==> config.mk <==
export PLATFORM = sky130hd
export DESIGN_NAME = decimal_text_to_integer
export DESIGN_NICKNAME = d
export VERILOG_FILES = /design/src/rtl/core/dtoi_pkg.sv /design/src/rtl/core/dtoi_front.sv /design/src/rtl/core/dtoi_queue.sv /design/src/rtl/core/dtoi_back.sv /design/src/rtl/core/dtoi_format.sv /design/src/rtl/core/decimal_text_to_integer.sv
export SDC_FILE = /design/constraint.sdc
export NUM_CORES = 1
export LEC_CHECK = 0
export ABC_AREA = 1
export BUFFER_PORTS_ARGS = -buffer_cell sky130_fd_sc_hd__buf_2
export CAP_MARGIN = 10
export CORE_ASPECT_RATIO = 0.6
export CORE_UTILIZATION = 40
export CTS_CLUSTER_DIAMETER = 100
export DETAILED_ROUTE_END_ITERATION = 16
export GPL_ROUTABILITY_DRIVEN = 0
export GPL_TIMING_DRIVEN = 0
export PLACE_DENSITY = 0.66
export SYNTH_ARGS = -nofsm -noshare
export SYNTH_HDL_FRONTEND = slang
export SYNTH_SLANG_ARGS = --single-unit
export TNS_END_PERCENT = 1
==> constraint.sdc <==
create_clock -name i_clk -period 5.6 [get_ports i_clk]
set_input_delay 0.28 -clock i_clk [delete_from_list [all_inputs] [get_ports i_clk]]
set_output_delay 0.28 -clock i_clk [all_outputs]
set_load 0.01 [all_outputs]
==> src/rtl/core/dtoi_pkg.sv <==
`default_nettype none
package dtoi_pkg;

    localparam int unsigned QUEUE_DEPTH_DEFAULT = 2;

    localparam logic [7:0] CH_NUL      = 8'd0;
    localparam logic [7:0] CH_DIGIT_LO = 8'd48;
    localparam logic [7:0] CH_DIGIT_HI = 8'd57;
    localparam logic [7:0] CH_MINUS    = 8'd45;

    localparam int unsigned DIGIT_W = 5;
    localparam logic [DIGIT_W-1:0] DIGIT_MAX         = 5'd19;
    localparam logic [DIGIT_W-1:0] DIGIT_LIMIT_RESET = 5'd19;

    localparam int unsigned VALUE_W    = 64;
    localparam int unsigned CFG_DATA_W = 32;
    localparam int unsigned CFG_ADDR_W = 3;
    // register index sits at paddr[2]
    localparam logic REG_DIGIT_LIMIT = 1'b0;

    typedef enum logic [1:0] {
        CK_OTHER,
        CK_NUL,
        CK_DIGIT,
        CK_MINUS
    } t_char_kind;

    typedef struct packed {
        t_char_kind kind;
        logic [3:0] digit;
        logic       last;
    } t_item;

    typedef struct packed {
        logic [VALUE_W-1:0] magnitude;
        logic               minus;
        logic               cut;
        logic [DIGIT_W-1:0] count;
    } t_raw;

endpackage
`default_nettype wire

==> src/rtl/core/dtoi_front.sv <==
`default_nettype none
module dtoi_front import dtoi_pkg::*; (
    input  wire logic       i_valid,
    input  wire logic [7:0] i_text_byte,
    input  wire logic       i_last_byte,
    input  wire logic       i_full,
    output logic            o_ready,
    output logic            o_push,
    output t_item           o_item
);

    // sort the byte into the few kinds the back end cares about
    always_comb begin
        o_item.digit = i_text_byte[3:0];
        o_item.last  = i_last_byte;
        if (i_text_byte == CH_NUL) begin
            o_item.kind = CK_NUL;
        end else if (i_text_byte >= CH_DIGIT_LO && i_text_byte <= CH_DIGIT_HI) begin
            o_item.kind = CK_DIGIT;
        end else if (i_text_byte == CH_MINUS) begin
            o_item.kind = CK_MINUS;
        end else begin
            o_item.kind = CK_OTHER;
        end
    end

    assign o_ready = !i_full;
    assign o_push  = i_valid && !i_full;

endmodule
`default_nettype wire

==> src/rtl/core/dtoi_queue.sv <==
`default_nettype none
module dtoi_queue import dtoi_pkg::*; #(
    parameter int unsigned DEPTH = QUEUE_DEPTH_DEFAULT
) (
    input  wire logic  i_clk,
    input  wire logic  i_rst_n,
    input  wire logic  i_push,
    input  wire t_item i_item,
    input  wire logic  i_pop,
    output t_item      o_item,
    output logic       o_full,
    output logic       o_nonempty
);

    localparam int unsigned PTR_W = (DEPTH > 1) ? $clog2(DEPTH) : 1;
    localparam int unsigned CNT_W = $clog2(DEPTH + 1);

    t_item            r_mem [DEPTH];
    logic [PTR_W-1:0] r_wr_ptr, n_wr_ptr;
    logic [PTR_W-1:0] r_rd_ptr, n_rd_ptr;
    logic [CNT_W-1:0] r_count, n_count;
    logic             wr_en, rd_en;

    assign o_full     = (r_count == CNT_W'(DEPTH));
    assign o_nonempty = (r_count != '0);
    assign wr_en      = i_push && !o_full;
    assign rd_en      = i_pop && o_nonempty;
    assign o_item     = r_mem[r_rd_ptr];

    always_comb begin
        n_wr_ptr = r_wr_ptr;
        n_rd_ptr = r_rd_ptr;
        n_count  = r_count;
        if (wr_en) begin
            n_wr_ptr = (r_wr_ptr == PTR_W'(DEPTH - 1)) ? '0 : r_wr_ptr + PTR_W'(1);
        end
        if (rd_en) begin
            n_rd_ptr = (r_rd_ptr == PTR_W'(DEPTH - 1)) ? '0 : r_rd_ptr + PTR_W'(1);
        end
        if (wr_en && !rd_en) begin
            n_count = r_count + CNT_W'(1);
        end else if (rd_en && !wr_en) begin
            n_count = r_count - CNT_W'(1);
        end
    end

    always_ff @(posedge i_clk) begin
        if (!i_rst_n) begin
            r_wr_ptr <= '0;
            r_rd_ptr <= '0;
            r_count  <= '0;
        end else begin
            r_wr_ptr <= n_wr_ptr;
            r_rd_ptr <= n_rd_ptr;
            r_count  <= n_count;
        end
    end

    always_ff @(posedge i_clk) begin
        if (wr_en) begin
            r_mem[r_wr_ptr] <= i_item;
        end
    end

endmodule
`default_nettype wire

==> src/rtl/core/dtoi_back.sv <==
`default_nettype none
module dtoi_back import dtoi_pkg::*; (
    input  wire logic               i_clk,
    input  wire logic               i_rst_n,
    input  wire t_item              i_item,
    input  wire logic               i_item_valid,
    input  wire logic [DIGIT_W-1:0] i_limit,
    input  wire logic               i_raw_ready,
    output logic                    o_pop,
    output logic                    o_raw_push,
    output t_raw                    o_raw
);

    logic [VALUE_W-1:0] r_magnitude, n_magnitude;
    logic [DIGIT_W-1:0] r_digits_taken, n_digits_taken;
    logic               r_seen_digit, n_seen_digit;
    logic               r_minus_seen, n_minus_seen;
    logic               r_stopped, n_stopped;
    logic               r_limit_hit, n_limit_hit;

    // a closing byte waits until the result stage has room
    assign o_pop      = i_item_valid && (!i_item.last || i_raw_ready);
    assign o_raw_push = o_pop && i_item.last;

    always_comb begin
        n_magnitude    = r_magnitude;
        n_digits_taken = r_digits_taken;
        n_seen_digit   = r_seen_digit;
        n_minus_seen   = r_minus_seen;
        n_stopped      = r_stopped;
        n_limit_hit    = r_limit_hit;
        if (!r_stopped) begin
            case (i_item.kind)
                CK_NUL: begin
                    n_stopped = 1'b1;
                end
                CK_DIGIT: begin
                    if (r_digits_taken < i_limit) begin
                        // times ten as 8x + 2x
                        n_magnitude    = (r_magnitude << 3) + (r_magnitude << 1)
                                       + VALUE_W'(i_item.digit);
                        n_digits_taken = r_digits_taken + DIGIT_W'(1);
                        n_seen_digit   = 1'b1;
                    end else begin
                        n_limit_hit = 1'b1;
                        n_stopped   = 1'b1;
                    end
                end
                CK_MINUS: begin
                    if (!r_seen_digit) begin
                        n_minus_seen = 1'b1;
                    end
                end
                default: begin
                end
            endcase
        end
    end

    always_comb begin
        o_raw.magnitude = n_magnitude;
        o_raw.minus     = n_minus_seen;
        o_raw.cut       = n_limit_hit;
        o_raw.count     = n_digits_taken;
    end

    always_ff @(posedge i_clk) begin
        if (!i_rst_n) begin
            r_magnitude    <= '0;
            r_digits_taken <= '0;
            r_seen_digit   <= 1'b0;
            r_minus_seen   <= 1'b0;
            r_stopped      <= 1'b0;
            r_limit_hit    <= 1'b0;
        end else if (o_pop) begin
            if (i_item.last) begin
                r_magnitude    <= '0;
                r_digits_taken <= '0;
                r_seen_digit   <= 1'b0;
                r_minus_seen   <= 1'b0;
                r_stopped      <= 1'b0;
                r_limit_hit    <= 1'b0;
            end else begin
                r_magnitude    <= n_magnitude;
                r_digits_taken <= n_digits_taken;
                r_seen_digit   <= n_seen_digit;
                r_minus_seen   <= n_minus_seen;
                r_stopped      <= n_stopped;
                r_limit_hit    <= n_limit_hit;
            end
        end
    end

endmodule
`default_nettype wire

==> src/rtl/core/dtoi_format.sv <==
`default_nettype none
module dtoi_format import dtoi_pkg::*; (
    input  wire logic                 i_clk,
    input  wire logic                 i_rst_n,
    input  wire logic                 i_raw_push,
    input  wire t_raw                 i_raw,
    output logic                      o_raw_ready,
    output logic                      o_out_valid,
    input  wire logic                 i_out_ready,
    output logic signed [VALUE_W-1:0] o_value,
    output logic                      o_digits_cut,
    output logic                      o_saturated,
    output logic [DIGIT_W-1:0]        o_digit_count
);

    t_raw                      r_raw;
    logic                      r_raw_valid;
    logic                      r_out_valid;
    logic signed [VALUE_W-1:0] r_value;
    logic                      r_cut;
    logic                      r_sat;
    logic [DIGIT_W-1:0]        r_count;

    logic                      move;
    logic signed [VALUE_W-1:0] n_value;
    logic                      n_sat;

    assign move        = r_raw_valid && (!r_out_valid || i_out_ready);
    assign o_raw_ready = !r_raw_valid || move;

    // clamp to the signed limits, then apply the sign
    always_comb begin
        if (r_raw.minus) begin
            n_sat   = r_raw.magnitude[VALUE_W-1] && (|r_raw.magnitude[VALUE_W-2:0]);
            n_value = n_sat ? {1'b1, {(VALUE_W-1){1'b0}}}
                            : $signed(VALUE_W'(0) - r_raw.magnitude);
        end else begin
            n_sat   = r_raw.magnitude[VALUE_W-1];
            n_value = n_sat ? {1'b0, {(VALUE_W-1){1'b1}}} : $signed(r_raw.magnitude);
        end
    end

    always_ff @(posedge i_clk) begin
        if (!i_rst_n) begin
            r_raw_valid <= 1'b0;
            r_out_valid <= 1'b0;
        end else begin
            if (i_raw_push) begin
                r_raw_valid <= 1'b1;
            end else if (move) begin
                r_raw_valid <= 1'b0;
            end
            if (move) begin
                r_out_valid <= 1'b1;
            end else if (i_out_ready) begin
                r_out_valid <= 1'b0;
            end
        end
    end

    always_ff @(posedge i_clk) begin
        if (i_raw_push) begin
            r_raw <= i_raw;
        end
        if (move) begin
            r_value <= n_value;
            r_sat   <= n_sat;
            r_cut   <= r_raw.cut;
            r_count <= r_raw.count;
        end
    end

    assign o_out_valid   = r_out_valid;
    assign o_value       = r_value;
    assign o_digits_cut  = r_cut;
    assign o_saturated   = r_sat;
    assign o_digit_count = r_count;

endmodule
`default_nettype wire

==> src/rtl/core/decimal_text_to_integer.sv <==
`default_nettype none
// Decimal text to signed 64-bit integer. Feed a string one byte per transfer on
// the input channel and mark its final byte with i_last_byte; that byte yields
// exactly one result transfer (value, digits_cut, saturated, digit_count) and
// clears the parser for the next string. Digits accumulate up to digit_limit
// (register 0, reset 19, values above 19 act as 19); a further digit stops
// parsing and sets digits_cut, a zero byte stops parsing silently, and a '-'
// before the first digit makes the result negative. Values beyond the signed
// 64-bit range clamp to the nearest limit and set saturated. Throughput is one
// byte per clock while the queue has room and no closing byte waits on the
// result stage: the accumulator does one times-ten-plus-digit update per cycle.
// The queue is written when a byte is taken, the result stage registers the
// accumulator's raw result when the closing byte is popped, and the clamp and
// sign stage then loads the output register. A two-entry queue parts the byte
// classifier from the accumulator, and the result path has its own stage plus
// output register, so input keeps flowing while a result waits.
module decimal_text_to_integer import dtoi_pkg::*; #(
    parameter int unsigned QUEUE_DEPTH = QUEUE_DEPTH_DEFAULT
) (
    input  wire logic                    i_clk,
    input  wire logic                    i_rst_n,
    // byte input channel
    input  wire logic                    i_in_valid,
    output logic                         o_in_ready,
    input  wire logic [7:0]              i_text_byte,
    input  wire logic                    i_last_byte,
    // result channel
    output logic                         o_out_valid,
    input  wire logic                    i_out_ready,
    output logic signed [VALUE_W-1:0]    o_value,
    output logic                         o_digits_cut,
    output logic                         o_saturated,
    output logic [DIGIT_W-1:0]           o_digit_count,
    // configuration port
    input  wire logic                    psel,
    input  wire logic                    penable,
    input  wire logic                    pwrite,
    input  wire logic [CFG_ADDR_W-1:0]   paddr,
    input  wire logic [CFG_DATA_W-1:0]   pwdata,
    output logic [CFG_DATA_W-1:0]        prdata,
    output logic                         pready
);

    // Configuration: keep the raw register for readback and a clamped copy
    // that the accumulator compares against.
    logic [DIGIT_W-1:0] r_digit_limit;
    logic [DIGIT_W-1:0] r_limit_eff;
    logic               cfg_wr;
    logic [DIGIT_W-1:0] wdata;

    assign pready = 1'b1;
    assign wdata  = pwdata[DIGIT_W-1:0];
    assign cfg_wr = psel && penable && pwrite && pready
                    && (paddr[CFG_ADDR_W-1] == REG_DIGIT_LIMIT);

    always_ff @(posedge i_clk) begin
        if (!i_rst_n) begin
            r_digit_limit <= DIGIT_LIMIT_RESET;
            r_limit_eff   <= DIGIT_LIMIT_RESET;
        end else if (cfg_wr) begin
            r_digit_limit <= wdata;
            r_limit_eff   <= (wdata > DIGIT_MAX) ? DIGIT_MAX : wdata;
        end
    end

    // Read back register 0; everything else reads as zero.
    assign prdata = (paddr[CFG_ADDR_W-1] == REG_DIGIT_LIMIT)
                    ? {{(CFG_DATA_W-DIGIT_W){1'b0}}, r_digit_limit}
                    : '0;

    // Front: classify the incoming byte and push it into the queue.
    t_item front_item;
    t_item queue_item;
    logic  push;
    logic  pop;
    logic  q_full;
    logic  q_nonempty;

    dtoi_front u_front (
        .i_valid     (i_in_valid),
        .i_text_byte (i_text_byte),
        .i_last_byte (i_last_byte),
        .i_full      (q_full),
        .o_ready     (o_in_ready),
        .o_push      (push),
        .o_item      (front_item)
    );

    dtoi_queue #(
        .DEPTH (QUEUE_DEPTH)
    ) u_queue (
        .i_clk      (i_clk),
        .i_rst_n    (i_rst_n),
        .i_push     (push),
        .i_item     (front_item),
        .i_pop      (pop),
        .o_item     (queue_item),
        .o_full     (q_full),
        .o_nonempty (q_nonempty)
    );

    // Back: accumulate digits; a closing byte hands the raw result onward.
    t_raw raw;
    logic raw_push;
    logic raw_ready;

    dtoi_back u_back (
        .i_clk        (i_clk),
        .i_rst_n      (i_rst_n),
        .i_item       (queue_item),
        .i_item_valid (q_nonempty),
        .i_limit      (r_limit_eff),
        .i_raw_ready  (raw_ready),
        .o_pop        (pop),
        .o_raw_push   (raw_push),
        .o_raw        (raw)
    );

    // Result path: clamp, apply the sign, hold until the transfer completes.
    dtoi_format u_format (
        .i_clk         (i_clk),
        .i_rst_n       (i_rst_n),
        .i_raw_push    (raw_push),
        .i_raw         (raw),
        .o_raw_ready   (raw_ready),
        .o_out_valid   (o_out_valid),
        .i_out_ready   (i_out_ready),
        .o_value       (o_value),
        .o_digits_cut  (o_digits_cut),
        .o_saturated   (o_saturated),
        .o_digit_count (o_digit_count)
    );

endmodule
`default_nettype wire

==> flow_metrics.py, run 1 <==
metrics = {
    "outcome": {
        "status": "completed",
    },
    "timing": {
        "fin_skew_ps": 17.91,
        "maxSlewHeadroom": 0.3890,
        "fin_crit_sh": 0.8628,
        "setup_tns_ps": 0,
        "setup_viol": 0,
        "slew_violations": 0,
        "rsz0062_at_grt": "no",
        "fmax_ghz": 0.2070,
        "finalWorstSetupSlack_ps": 768.2,
        "hold_violations": 0,
        "period_needed_ps": 4832,
        "max_slew.worst_pin.slew_ps": 907.0,
    },
    "pwr": {
        "power.density_mw_per_mm2": 386.6,
        "leakagePower_nw": 10.02,
        "peakVddDrop_mv": 0.2424,
    },
    "floorplanning": {
        "start_util": 0.4113,
        "die-area_sq_mm": 0.04768,
        "die-width_um": 281.2,
        "ios": 157,
        "dieHeight_um": 169.5,
        "core_sq_mm": 0.04549,
        "fp-row-count": 60,
    },
    "global_routing": {
        "grtUsageTotal": 0.2590,
        "grt_pass1_vias": 16160,
        "grt-ovfl-total": 0,
        "grt_max_degree": 38,
        "grt_pass1_wl_um": 93650,
        "antenna_found_initial": 2,
    },
    "synthesis": {
        "ys_warn_count": 0,
        "ys_ff_latch": 246,
        "syn_inst": 2678,
        "synth.avg_cell_area_sq_um": 6.987,
        "syn_area_sq_mm": 0.01871,
        "synth_ff_type": "edfxtp_1",
        "synth-edff-count": 156,
        "synth_cell_type_count": 50,
        "seq_area_frac_synth": 0.3466,
        "async_flop_share": 0,
    },
    "run": {
        "cap_viol_max_count": 0,
    },
    "final_layout": {
        "final_core_util": 0.4615,
        "num-nets-final": 3024,
        "area_delta_synth_final_pct": 12.21,
        "final_area_sq_mm": 0.02100,
        "antenna_cells": 0,
        "drive_gt1_frac": 0.09625,
    },
    "cts": {
        "clock_sinks": 246,
        "clk_latency_ps": 560,
        "cts_buffers": 24,
        "cts_resized": 0,
        "clock_path_buffers": 3,
        "cts_tree": "yes",
        "cts_root_buf": "clkbuf_16",
        "clk_pin_slew_ps": 70,
        "htree_levels": 1,
    },
    "worst_setup_path": {
        "path_cells": "buf_2 > mux2i_1 > fa_1 > inv_1 > fa_1 > nand3_1 > nand3_1 > nand2_1 > nand2_1 > nand2_1 > nand3_1 > nand2_1 > nand3_1 > nand2_1 > nand2_1 > a21boi_0",
        "worstPathArrival_ps": 5080,
        "crit_top_cell": "nand2_1",
        "critPathMaxFanout": 8,
        "critical_path_buf_inv_count": 2,
        "path_class": "reg2reg",
        "start_kind": "flip-flop",
        "cp.required_ps": 5850,
        "cp-end-kind": "flip-flop",
        "crit_path_top_delay_cell": "a21boi_0",
        "path_delay_family": "simple AND/OR/NAND/NOR gates",
        "slowest_delay_ps": 640,
    },
    "detailed_routing": {
        "routed_via_density": 5.253,
        "final_antenna_net_count": 0,
        "dr_total_vias": 18270,
        "route.detailed.drc": 0,
        "wl_um": 62750,
        "drtIter0Drc": 2269,
        "firstDrtPassIters": 8,
        "drt-wirelength-per-cell_um": 18.05,
    },
    "hold_path": {
        "hold_class": "in2reg",
    },
    "placed_design": {
        "hpwl_um": 52250,
        "port_buffers": 99,
        "dpl-instance-area_sq_mm": 0.02018,
        "place_ws_ps": 1129,
    },
}
## synthesized netlist by cell type (9+ instances only)
master,instances,area share
xnor2_1,28,0.013
dfxtp_1,90,0.096
inv_1,393,0.079
xor2_1,56,0.026
buf_4,30,0.012
o221ai_2,16,0.013
nor3_1,32,0.0086
nor4_1,21,0.0070
ha_1,132,0.088
o21a_1,10,0.0040
nand3b_1,10,0.0040
edfxtp_1,156,0.25
a21boi_0,19,0.0076
o21ai_1,18,0.0048
o21ai_0,71,0.019
o211ai_1,22,0.0088
a21oi_1,134,0.036
buf_2,9,0.0024
clkbuf_1,42,0.0084
nand4_1,25,0.0084
nand2_1,920,0.18
nand3_1,129,0.035
nor2_1,197,0.040
inv_2,17,0.0034
nor2_2,9,0.0030
or2_2,31,0.010
## kinds of logic after synthesis
group / Yosys count / share of synthesized area
AOI/OAI and AO/OA: 301 / 0.09756
xor gates and xnor gates: 84 / 0.03932
adders and majority gates: 134 / 0.09040
buffers and inverters: 501 / 0.1079
DFF: 246 / 0.3466
muxes: 2 / 0.001070
other: 2 / 0.0004014
and+or+nand+nor: 1408 / 0.3167
## cells in the final DEF, fill, tap and decap left out, drive strengths merged, types with 2 or more instances in the layout
master / count
or2: 32
xor2: 56
buf: 151
o221ai: 18
xnor2: 28
clkbuf: 77
nor4: 22
inv: 410
nand4: 25
dlygate4sd3: 6
clkinvlp: 2
nand3b: 10
o21ai: 89
nor3: 36
mux2i: 2
a21boi: 19
and3: 5
o21a: 10
o211ai: 22
fa: 2
dfxtp: 90
nand3: 133
ha: 132
clkinv: 7
nor2: 211
o21bai: 6
edfxtp: 156
conb: 28
and2: 6
nand2: 927
a21oi: 134
## path summary, 6_finish.rpt
path,from,to,slack (ps),cells after the start
worst max register to register,flip-flop,u_format.r_raw[65]$_DFFE_PP_,770,16
worst min register to register,u_format.r_raw[2]$_DFFE_PP_,u_format.o_digit_count[2]$_DFFE_PP_,410,0
worst max-delay path,flip-flop,u_format.r_raw[65]$_DFFE_PP_,770,16
worst min-delay path,pwdata[2],r_digit_limit[2]$_SDFFE_PN0P_,20,3
## layer usage
layer / GRT usage / vias to the layer above / wire length, um
met5: 0 / - / 0
met2: 0.3220 / 1059 / 21920
li1: - / 8848 / -
met1: 0.4109 / 8292 / 29400
met4: 0.03828 / 0 / 865
met3: 0.09981 / 66 / 10570
## worst reg2reg max path, stage by stage, from the launching register on
cell	delay (ps)
dfxtp_1	300
buf_2	190
mux2i_1	600
fa_1	280
inv_1	70
fa_1	620
nand3_1	170
nand3_1	370
nand2_1	160
nand2_1	270
nand2_1	140
nand3_1	240
nand2_1	200
nand3_1	80
nand2_1	60
nand2_1	150
a21boi_0	640
## cell type report
type                            instances  area, sq um
Clock inverter                          9        85.08
Tap cell                              620        775.7
Multi-Input combinational cell       1957        10320
Clock buffer                           35        671.9
Inverter                              411         1543
Sequential cell                       246         6486
Timing Repair Buffer                  109        635.6
Buffer                                 90        476.7
Fill cell                            4589        24500
## where the power goes
group / total (mW) / internal, mW / switching (mW)
Combinational: 3.57 / 1.08 / 2.49
Clock: 1.60 / 0.882 / 0.723
Sequential: 2.94 / 2.55 / 0.393
Total: 8.12 / 4.51 / 3.61
## flip-flops by register name, indices dropped and copies added (netlist names), 5 cells and up, named ones only
| register | count |
|---|---|
| r_limit_eff | 5 |
| u_queue.r_mem | 14 |
| u_format.o_digit_count | 5 |
| u_format.r_raw | 71 |
| u_back.r_digits_taken | 5 |
| u_format.o_value | 64 |
| u_back.r_magnitude | 64 |
| r_digit_limit | 5 |
## metrics by stage
step | power, mW | instances | hold WS, ps
finish | 8.116 | 3477 | 17.20
global route | 8.475 | 3477 | 27.09
CTS | 7.969 | 3477 | 2.661
detailed placement | 6.369 | 3427 | 404.5
global placement | 6.284 | 3423 | 405.2
floorplan | 5.045 | 2704 | 378.9
## repair_timing
action | in CTS | in global routing
hold buffers | 6 | 0
setup endpoints to repair | 0 | 0
buffers inserted | 0 | 0
endpoints found under the hold margin | 12 | 0
No activity file was read; power rests on OpenSTA's default activity.
==> inputs of run 2 (changes only) <==
CORE_UTILIZATION = 38   (was 40)
PLACE_DENSITY = 0.64   (was 0.66)
==> flow_metrics.py, run 2 (same netlist as run 1, synthesis figures left out) <==
metrics = {
    "placed_design": {
        "hpwl_um": 52560,
        "port_buffers": 99,
    },
    "timing": {
        "setup_viol": 0,
        "rsz0062_at_grt": "no",
        "maxSlewHeadroom": 0.3147,
        "hold_violations": 0,
        "fmax_ghz": 0.2092,
        "period_needed_ps": 4780,
        "slew_violations": 0,
        "fin_skew_ps": 13.17,
        "fin_crit_sh": 0.8536,
        "setup_tns_ps": 0,
        "max_slew.worst_pin.slew_ps": 1017,
    },
    "cts": {
        "clock_path_buffers": 3,
        "htree_levels": 1,
        "clk_latency_ps": 560,
        "cts_buffers": 24,
        "cts_tree": "yes",
        "clock_sinks": 246,
        "clk_pin_slew_ps": 70,
        "cts_root_buf": "clkbuf_16",
    },
    "final_layout": {
        "largest_reg_flops": 71,
        "final_common_cell": "nand2_1",
        "top_register": "u_format.r_raw",
        "final_core_util": 0.4369,
        "area_delta_synth_final_pct": 12.48,
        "antenna_cells": 0,
        "final_cell_mix": "nand2_1, inv_1, nor2_1",
        "drive_gt1_frac": 0.09695,
        "num-nets-final": 3024,
    },
    "global_routing": {
        "grt-ovfl-total": 0,
        "grt_max_degree": 39,
        "antenna_found_initial": 0,
        "grtUsageTotal": 0.2471,
        "grt_pass1_vias": 16360,
        "grt_pass1_wl_um": 94700,
    },
    "worst_setup_path": {
        "critical_path_buf_inv_count": 2,
        "cp-end-kind": "flip-flop",
        "path_delay_family": "simple AND/OR/NAND/NOR gates",
        "path_cells": "buf_2 > mux2i_1 > fa_1 > inv_1 > fa_1 > nand3_1 > nand3_1 > nand2_1 > nand2_1 > nand2_1 > nand3_1 > nand2_1 > nand3_1 > nand2_1 > nand2_1 > a21boi_0",
        "crit_top_cell": "nand2_1",
        "critPathMaxFanout": 8,
        "worstPathArrival_ps": 5060,
        "cp.required_ps": 5880,
        "start_kind": "flip-flop",
        "path_class": "reg2reg",
        "crit_path_top_delay_cell": "fa_1",
        "slowest_delay_ps": 620,
    },
    "hold_path": {
        "hold_class": "in2reg",
    },
    "floorplanning": {
        "start_util": 0.3884,
        "fp-row-count": 62,
        "dieHeight_um": 173.9,
        "die-width_um": 288.5,
        "die-area_sq_mm": 0.05016,
        "ios": 157,
        "core_sq_mm": 0.04817,
    },
    "pwr": {
        "pwr-share-seq": 0.362,
        "leakagePower_nw": 10.04,
        "intPower_mw": 4.524,
        "p_sw_mw": 3.619,
        "power_mw": 8.142,
        "pwr-share-clk": 0.201,
        "power.density_mw_per_mm2": 386.9,
        "comb_power_share": 0.437,
        "peakVddDrop_mv": 0.2552,
        "switching_share": 0.4444,
    },
    "outcome": {
        "failed_checks": "DRC",
        "status": "finished with violations",
    },
    "detailed_routing": {
        "drtIter0Drc": 2441,
        "dr_total_vias": 18350,
        "drt-wirelength-per-cell_um": 18.08,
        "route.detailed.drc": 10,
        "final_antenna_net_count": 0,
        "wl_um": 63230,
        "firstDrtPassIters": 12,
        "routed_via_density": 5.247,
    },
    "run": {
        "cap_viol_max_count": 0,
    },
}
## run 2: cell types whose count changed in the layout (fill, tap and decap cells not counted)
cell,delta
clkinv_2,-1
clkbuf_1,-3
clkinvlp_4,-1
clkbuf_8,-1
inv_6,+2
clkinv_1,+1
clkbuf_16,+1
clkinv_4,+2
## run 2: layer usage
layer  up-vias  GRT usage  part of all wire
li1       8867          -                 -
met1      8423     0.3924              0.47
met2       971     0.3102              0.36
met3        89    0.08855              0.15
met4         0    0.04189             0.016
met5         -          0                 0
## run 2: final timing paths
path | from | endpoint | slack (ps) | cells past startpoint
hold / removal | pwdata[2] | r_digit_limit[2]$_SDFFE_PN0P_ | 30 | 3
hold reg to reg | u_format.r_raw[2]$_DFFE_PP_ | u_format.o_digit_count[2]$_DFFE_PP_ | 420 | 0
setup / recovery | flip-flop | u_format.r_raw[65]$_DFFE_PP_ | 820 | 16
setup reg to reg | flip-flop | u_format.r_raw[65]$_DFFE_PP_ | 820 | 16
## run 2: final cells by class
type / count / area (sq um)
buffer: 90 / 476.7
multi-input combinational: 1957 / 10320
fill: 4813 / 27130
clock buffer: 32 / 671.9
timing repair buffer: 109 / 635.6
tap: 640 / 800.8
clock inverter: 12 / 111.4
inverter: 411 / 1543
sequential: 246 / 6486
## run 2: repair_timing
| action | CTS | global route |
|---|---|---|
| resized for setup | 0 | 0 |
| endpoints found under the hold margin | 12 | 0 |
| hold buffers | 6 | 0 |
| buffers inserted | 0 | 0 |
## run 2: power by group through the flow
stage	combinational, mW	clock [mW]	sequential, mW
after floorplan	2.16	0	2.89
after global placement	3.30	0	2.99
after detailed placement	3.43	0	2.96
after CTS	3.44	1.66	2.92
after global routing	3.84	1.73	2.97
final	3.56	1.64	2.94
## run 2: tightest hold or removal path, stage by stage
cell and delay [ps]:
buf_2 120, nand2_1 70, a21oi_1 60
## run 2: per-stage QoR
step	setup slack [ps]	hold slack [ps]	instances	cell area [sq um]
after detailed placement	1165	405.6	3447	20200
after CTS	1136	15.64	3497	21050
after global routing	701.5	38.97	3497	21050
final	819.9	27.18	3497	21050
after global placement	-359.0	403.2	3443	20110
after floorplan	1115	378.9	2704	18810
